File: src/b64se_pkg.sv
// Shared types, constants and the alphabet lookup for the base64 stream encoder.
// Depends on nothing; every other file of the block refers to it by scoped names.
package b64se_pkg;

    localparam int unsigned BYTE_W = 8;
    localparam int unsigned WORD_W = 24;
    localparam int unsigned SEXTET_W = 6;
    localparam logic [7:0] PAD_CHAR = 8'h3D;

    typedef enum logic [1:0]
    {
        CNT_NONE = 2'd0,
        CNT_ONE = 2'd1,
        CNT_TWO = 2'd2,
        CNT_FULL = 2'd3
    } cnt_t;

    typedef struct packed
    {
        logic [WORD_W-1:0] word;
        cnt_t nbytes;
        logic last;
    } grp_t;

    function automatic logic [7:0] sextet_char(input logic [SEXTET_W-1:0] s);
        logic [7:0] s8;
        logic [7:0] ch;
        s8 = {2'b00, s};
        if (s8 < 8'd26)
        begin
            ch = 8'h41 + s8;
        end
        else if (s8 < 8'd52)
        begin
            ch = 8'h61 + (s8 - 8'd26);
        end
        else if (s8 < 8'd62)
        begin
            ch = 8'h30 + (s8 - 8'd52);
        end
        else if (s8 == 8'd62)
        begin
            ch = 8'h2B;
        end
        else
        begin
            ch = 8'h2F;
        end
        return ch;
    endfunction

endpackage

File: src/b64se_front.sv
// Front part: gathers incoming bytes into groups of up to three and hands each
// finished group to the queue. Depends on b64se_pkg.
module b64se_front
(
    input  logic clk,
    input  logic rst_n,
    input  logic in_valid,
    input  logic [7:0] in_byte,
    input  logic in_last,
    output logic grp_push,
    output b64se_pkg::grp_t grp_data
);

    logic [15:0] pending_reg;
    logic [15:0] pending_next;
    b64se_pkg::cnt_t count_reg;
    b64se_pkg::cnt_t count_next;

    always_comb
    begin
        pending_next = pending_reg;
        count_next = count_reg;
        grp_push = 1'b0;
        grp_data.word = {in_byte, 16'h0000};
        grp_data.nbytes = b64se_pkg::CNT_ONE;
        grp_data.last = in_last;
        if (in_valid)
        begin
            case (count_reg)
                b64se_pkg::CNT_NONE:
                begin
                    if (in_last)
                    begin
                        grp_push = 1'b1;
                    end
                    else
                    begin
                        pending_next = {in_byte, 8'h00};
                        count_next = b64se_pkg::CNT_ONE;
                    end
                end
                b64se_pkg::CNT_ONE:
                begin
                    grp_data.word = {pending_reg[15:8], in_byte, 8'h00};
                    grp_data.nbytes = b64se_pkg::CNT_TWO;
                    if (in_last)
                    begin
                        grp_push = 1'b1;
                        pending_next = 16'h0000;
                        count_next = b64se_pkg::CNT_NONE;
                    end
                    else
                    begin
                        pending_next = {pending_reg[15:8], in_byte};
                        count_next = b64se_pkg::CNT_TWO;
                    end
                end
                default:
                begin
                    grp_data.word = {pending_reg, in_byte};
                    grp_data.nbytes = b64se_pkg::CNT_FULL;
                    grp_push = 1'b1;
                    pending_next = 16'h0000;
                    count_next = b64se_pkg::CNT_NONE;
                end
            endcase
        end
    end

    always_ff @(posedge clk or negedge rst_n)
    begin
        if (!rst_n)
        begin
            pending_reg <= 16'h0000;
            count_reg <= b64se_pkg::CNT_NONE;
        end
        else
        begin
            pending_reg <= pending_next;
            count_reg <= count_next;
        end
    end

endmodule

File: src/b64se_fifo.sv
// Short queue of finished byte groups between the front and back parts.
// Depends on b64se_pkg for the group type.
module b64se_fifo
#(
    parameter int unsigned DEPTH = 2
)
(
    input  logic clk,
    input  logic rst_n,
    input  logic wr_en,
    input  b64se_pkg::grp_t wr_data,
    output logic full,
    input  logic rd_en,
    output b64se_pkg::grp_t rd_data,
    output logic empty
);

    localparam int unsigned AW = (DEPTH > 1) ? $clog2(DEPTH) : 1;
    localparam int unsigned CW = $clog2(DEPTH + 1);

    b64se_pkg::grp_t mem [DEPTH];
    logic [AW-1:0] wr_ptr_reg;
    logic [AW-1:0] rd_ptr_reg;
    logic [CW-1:0] count_reg;
    logic do_wr;
    logic do_rd;

    assign full = (count_reg == CW'(DEPTH));
    assign empty = (count_reg == '0);
    assign do_wr = wr_en && !full;
    assign do_rd = rd_en && !empty;
    assign rd_data = mem[rd_ptr_reg];

    always_ff @(posedge clk)
    begin
        if (do_wr)
        begin
            mem[wr_ptr_reg] <= wr_data;
        end
    end

    always_ff @(posedge clk or negedge rst_n)
    begin
        if (!rst_n)
        begin
            wr_ptr_reg <= '0;
            rd_ptr_reg <= '0;
            count_reg <= '0;
        end
        else
        begin
            if (do_wr)
            begin
                wr_ptr_reg <= (wr_ptr_reg == AW'(DEPTH - 1)) ? '0 : wr_ptr_reg + 1'b1;
            end
            if (do_rd)
            begin
                rd_ptr_reg <= (rd_ptr_reg == AW'(DEPTH - 1)) ? '0 : rd_ptr_reg + 1'b1;
            end
            if (do_wr && !do_rd)
            begin
                count_reg <= count_reg + 1'b1;
            end
            else if (do_rd && !do_wr)
            begin
                count_reg <= count_reg - 1'b1;
            end
        end
    end

endmodule

File: src/b64se_back.sv
// Back part: takes one group at a time from the queue and sends its four
// characters through an output register, one per cycle while the consumer pops. Depends on b64se_pkg.
module b64se_back
(
    input  logic clk,
    input  logic rst_n,
    input  logic q_empty,
    input  b64se_pkg::grp_t q_data,
    output logic q_pop,
    output logic empty,
    input  logic pop,
    output logic [7:0] out_char,
    output logic group_last,
    output logic stream_end
);

    b64se_pkg::grp_t grp_reg;
    logic grp_valid_reg;
    logic [1:0] k_reg;
    logic out_valid_reg;
    logic [7:0] char_reg;
    logic gl_reg;
    logic se_reg;
    logic adv;
    logic grp_free;
    logic [b64se_pkg::SEXTET_W-1:0] sextet;
    logic pad;
    logic [7:0] char_next;

    assign adv = !out_valid_reg || pop;
    assign grp_free = !grp_valid_reg || (adv && k_reg == 2'd3);
    assign q_pop = grp_free && !q_empty;

    always_comb
    begin
        case (k_reg)
            2'd0: sextet = grp_reg.word[23:18];
            2'd1: sextet = grp_reg.word[17:12];
            2'd2: sextet = grp_reg.word[11:6];
            default: sextet = grp_reg.word[5:0];
        endcase
        pad = (k_reg == 2'd2 && grp_reg.nbytes == b64se_pkg::CNT_ONE)
            || (k_reg == 2'd3 && grp_reg.nbytes != b64se_pkg::CNT_FULL);
        char_next = pad ? b64se_pkg::PAD_CHAR : b64se_pkg::sextet_char(sextet);
    end

    always_ff @(posedge clk)
    begin
        if (q_pop)
        begin
            grp_reg <= q_data;
        end
        if (adv && grp_valid_reg)
        begin
            char_reg <= char_next;
            gl_reg <= (k_reg == 2'd3);
            se_reg <= (k_reg == 2'd3) && grp_reg.last;
        end
    end

    always_ff @(posedge clk or negedge rst_n)
    begin
        if (!rst_n)
        begin
            grp_valid_reg <= 1'b0;
            k_reg <= 2'd0;
            out_valid_reg <= 1'b0;
        end
        else
        begin
            if (adv)
            begin
                out_valid_reg <= grp_valid_reg;
            end
            if (q_pop)
            begin
                grp_valid_reg <= 1'b1;
                k_reg <= 2'd0;
            end
            else if (grp_free)
            begin
                grp_valid_reg <= 1'b0;
                k_reg <= 2'd0;
            end
            else if (adv)
            begin
                k_reg <= k_reg + 2'd1;
            end
        end
    end

    assign empty = !out_valid_reg;
    assign out_char = char_reg;
    assign group_last = gl_reg;
    assign stream_end = se_reg;

endmodule

File: src/base64_stream_encoder.sv
// Base64 stream encoder: one byte word in per cycle while not full, one character word out per cycle while popped.
// A byte that finishes a group passes the group queue, the back group register and the output register first.
// Throughput: the back serializer gives one character per cycle while popped, four characters per group,
// so full holds input off once the queue fills; the group queue absorbs short bursts.
// Reset: rst_n clears held bytes, the queue and the back part's valid flags; character registers are not reset.
// Depends on b64se_pkg, b64se_front, b64se_fifo and b64se_back.
module base64_stream_encoder
#(
    parameter int unsigned QUEUE_DEPTH = 2
)
(
    input  logic clk,
    input  logic rst_n,
    input  logic push,
    output logic full,
    input  logic [7:0] in_byte,
    input  logic in_last,
    output logic empty,
    input  logic pop,
    output logic [7:0] out_char,
    output logic group_last,
    output logic stream_end
);

    logic grp_push;
    b64se_pkg::grp_t grp_wr;
    b64se_pkg::grp_t grp_rd;
    logic q_full;
    logic q_empty;
    logic q_pop;

    assign full = q_full;

    b64se_front u_front
    (
        .clk(clk),
        .rst_n(rst_n),
        .in_valid(push && !q_full),
        .in_byte(in_byte),
        .in_last(in_last),
        .grp_push(grp_push),
        .grp_data(grp_wr)
    );

    b64se_fifo #(.DEPTH(QUEUE_DEPTH)) u_fifo
    (
        .clk(clk),
        .rst_n(rst_n),
        .wr_en(grp_push),
        .wr_data(grp_wr),
        .full(q_full),
        .rd_en(q_pop),
        .rd_data(grp_rd),
        .empty(q_empty)
    );

    b64se_back u_back
    (
        .clk(clk),
        .rst_n(rst_n),
        .q_empty(q_empty),
        .q_data(grp_rd),
        .q_pop(q_pop),
        .empty(empty),
        .pop(pop),
        .out_char(out_char),
        .group_last(group_last),
        .stream_end(stream_end)
    );

endmodule
File: config.mk
export PLATFORM = sky130hd
export DESIGN_NAME = base64_stream_encoder
export DESIGN_NICKNAME = d
export VERILOG_FILES = /design/src/b64se_pkg.sv /design/src/b64se_front.sv /design/src/b64se_fifo.sv /design/src/b64se_back.sv /design/src/base64_stream_encoder.sv
export SDC_FILE = /design/constraint.sdc
export NUM_CORES = 1
export LEC_CHECK = 0
export ABC_CLOCK_PERIOD_IN_PS = 6200
export BUFFER_PORTS_ARGS = -buffer_cell sky130_fd_sc_hd__buf_2
export CORE_UTILIZATION = 65
export DETAILED_ROUTE_END_ITERATION = 10
export PLACE_DENSITY = 0.84
export SLEW_MARGIN = 5
export SYNTH_ARGS = -nofsm -noshare
export SYNTH_HDL_FRONTEND = slang
export SYNTH_SLANG_ARGS = --single-unit
File: constraint.sdc
create_clock -name clk -period 6.2 [get_ports clk]
set_clock_uncertainty 0.2 [all_clocks]
set_input_delay 0.31 -clock clk [delete_from_list [all_inputs] [get_ports clk]]
set_output_delay 0.31 -clock clk [all_outputs]
set_load 0.005 [all_outputs]
==> qor.yml <==
synth:
  synth_seq_area_share_pct: 65.25
  synth_area_mm2: 0.005185
  syn_inst: 379
  synth_edf_count: 91
  synth.area.top_cells: "edfxtp_1 53%, dfrtp_1 13%, mux2_2 5.9%, nand2_1 3.9%, a22o_1 2.9%"
  yosys_warnings: 0
  synth_compound_area_share_pct: 10.26
  synth_nets: 402
  ys.flop_type: "edfxtp_1"
  synth_top_family_by_area: "compound AO/OA/AOI/OAI gates"
  syn_avg_cell_area_um2: 13.68
  synthAdderAreaFrac_pct: 2.413
  synth_xor_area_share_pct: 1.520
  async_flop_share_pct: 22.22
  synth-seq-cells: 117
  synthMuxAreaShare_pct: 7.674
  synth_cell_types: 55
  yosysTopAreaCell: "edfxtp_1"
  post-synth-top-area-fraction_pct: 52.70
  synth-simple-area-share_pct: 10.11
clocking:
  clockBufferDepth: 2
  clock_sinks: 117
  cts_setup_buffers: 0
  hold_buffers: 11
  clock_latency_ns: 0.51
  ctsResizeCount: 0
  h-tree-depth: 4
  cts_tree: "done"
  clk_pin_slew_ns: 0.06
  cts_root_buf: "clkbuf_8"
  cts_buffers: 17
layout:
  final_cell_mix: "91 x edfxtp_1, 54 x nand2_1, 27 x mux2_2, 26 x dfrtp_1, 24 x buf_2"
  largest_reg_flops: 54
  design_area_mm2: 0.006023
  layout_commonest_cell: "edfxtp_1"
  drive_gt1_share_pct: 22.99
  antenna_cells: 0
  nets: 445
  area_delta_synth_final_pct: 16.17
  final_util_pct: 77.95
  finalNonFillerCells: 537
timing:
  min_period_over_period_pct: 51.93
  period_minus_slack_ns: 3.220
  hold_violations: 0
  setup_viol: 0
  fmax_mhz: 310.6
  slew_violations: 0
  finalSetupTns_ns: 0
  rsz0062_at_grt: "false"
  fin_ws_ns: 2.980
  relSlewSlack_pct: 21.15
  tightest_slew_ns: 1.183
  hold_ws_ns: 0.05055
detailed_routing:
  drc_errors: 0
  ant_nets: 0
  wl_met3_um: 467
  vias_per_cell: 5.966
  top_layer: "met4"
  drt-pass1-iter-count: 5
  drt_iter0_drc: 242
  drt_wl_total_mm: 10.03
  wl_met2_mm: 5.199
  wl_met1_mm: 4.164
  num_vias: 3204
  wl_per_cell_um: 18.68
run_status:
  status: "completed"
worst_setup_path:
  critPathLaunch: "u_back.k_reg[0]$_DFFE_PN0P_"
  cp-end-kind: "flip-flop"
  ff2ff_setup_slack_ns: 2.98
  r2r-end: "u_back.out_char[6]$_SDFFCE_PP0P_"
  rr_worst_depth: 7
  crit_path_max_incr_delay_ns: 0.70
  cp-endpoint: "u_back.out_char[6]$_SDFFCE_PP0P_"
  cp_top_family: "adder cells"
  cp.arrival_ns: 3.28
  crit_type: "reg -> reg"
  path_depth: 7
  crit_path_start_kind: "flip-flop"
  r2r_start: "u_back.k_reg[0]$_DFFE_PN0P_"
  cp_slowest_cell: "ha_1"
  required_ns: 6.26
  crit_chain: "ha_1 > a22o_1 > ha_1 > nand2_1 > a21oi_1 > a21oi_1 > o311a_1"
  path_max_fanout: 18
  path_buf_inv: 0
power_and_ir_drop:
  leakage_nw: 2.359
  ir_worst_vdd_mv: 0.2857
  totalPowerFinal_mw: 3.233
  clockPowerShare_pct: 26.9
  p_comb_share_pct: 34.8
  switching_power_mw: 1.118
  sequentialPowerShare_pct: 38.3
  internal_power_mw: 2.115
  sw_frac_of_total_pct: 34.59
  power.density_mw_per_mm2: 536.8
place:
  gp_congestion: 0.8135
  hpwl_mm: 6.221
  dp_cells: 494
  dp_slack_ns: 3.004
  place_area_mm2: 0.005379
  numPortBuffers: 24
global_routing:
  antenna_found_initial: 0
  gr-usage-all-layers_pct: 26.50
  grt_pass1_vias: 3217
  grt_overflow: 0
  grt_pass1_wl_mm: 16.26
  grt_max_degree: 29
floorplanning:
  coreArea_mm2: 0.007727
  ioPinCount: 25
  die_h_um: 91.32
  num_rows: 32
  die-area_mm2: 0.008338
  initial_core_util_pct: 67.10
  die_x_um: 91.32
worst_hold_path:
  min_path_type: "in -> reg"
job:
  max-cap-violations: 0
## Yosys cell counts (5+ instances only)
cell and n:
mux2_2 27, edfxtp_1 91, o21ai_0 11, xor2_1 5, and2_1 13, ha_1 10
nor2_1 8, inv_1 15, nor3_1 6, a22o_1 17, a21oi_1 13, dfrtp_1 26
clkbuf_1 6, nand2_1 54, o21ai_1 5
## power by group through the flow
stage	clock (mW)	sequential [mW]	combinational, mW
after global placement	0	1.24	1.08
after global routing	0.912	1.26	1.24
final	0.870	1.24	1.12
after floorplan	0	1.19	0.903
after CTS	0.880	1.24	1.11
after detailed placement	0	1.25	1.09
## worst register-to-register path, cell delays in order, from the launching register on
cell and delay [ns]:
dfrtp_1 0.41, ha_1 0.70, a22o_1 0.48, ha_1 0.54, nand2_1 0.14, a21oi_1 0.15, a21oi_1 0.08, o311a_1 0.28
## how the worst min path moves through the flow
stage / end / from / depth (start not counted) / slack [ns]
final: u_front.count_reg[1]$_DFFE_PN0P_ / push / 3 / 0.05
after global routing: u_front.count_reg[0]$_DFFE_PN0P_ / push / 3 / 0.06
after CTS: u_front.count_reg[0]$_DFFE_PN0P_ / push / 3 / 0.03
after detailed placement: u_back.out_valid_reg$_DFFE_PN0N_ / rst_n / 1 / 0.14
after global placement: u_back.out_valid_reg$_DFFE_PN0N_ / rst_n / 1 / 0.14
after floorplan: u_back.grp_valid_reg$_DFFE_PN0P_ / rst_n / 0 / -0.19
## layout make-up
cell class	count	area (um2)
well taps	102	127.6
multi-input cells	231	1660
clock inverters	10	81.33
inverters	18	72.57
flip-flops and latches	117	3383
repair buffers	37	245.2
clock buffers	22	452.9
fillers	424	1704
## kinds of logic (layout without fill, tap and decap cells)
family | after synthesis | in the layout
DFF | 117 | 117
and+or+nand+nor | 105 | 105
AOI/OAI and AO/OA | 73 | 73
muxes | 34 | 34
buffers and inverters | 31 | 87
adders and majority gates | 10 | 10
xor gates and xnor gates | 9 | 9
## per-layer routing
metal / track usage (%) / up-vias
li1: - / 1510
met1: 32.73 / 1552
met2: 45.20 / 120
met3: 5.611 / 22
met4: 11.77 / 0
met5: 0 / -
No activity file was read; power rests on OpenSTA's default activity.
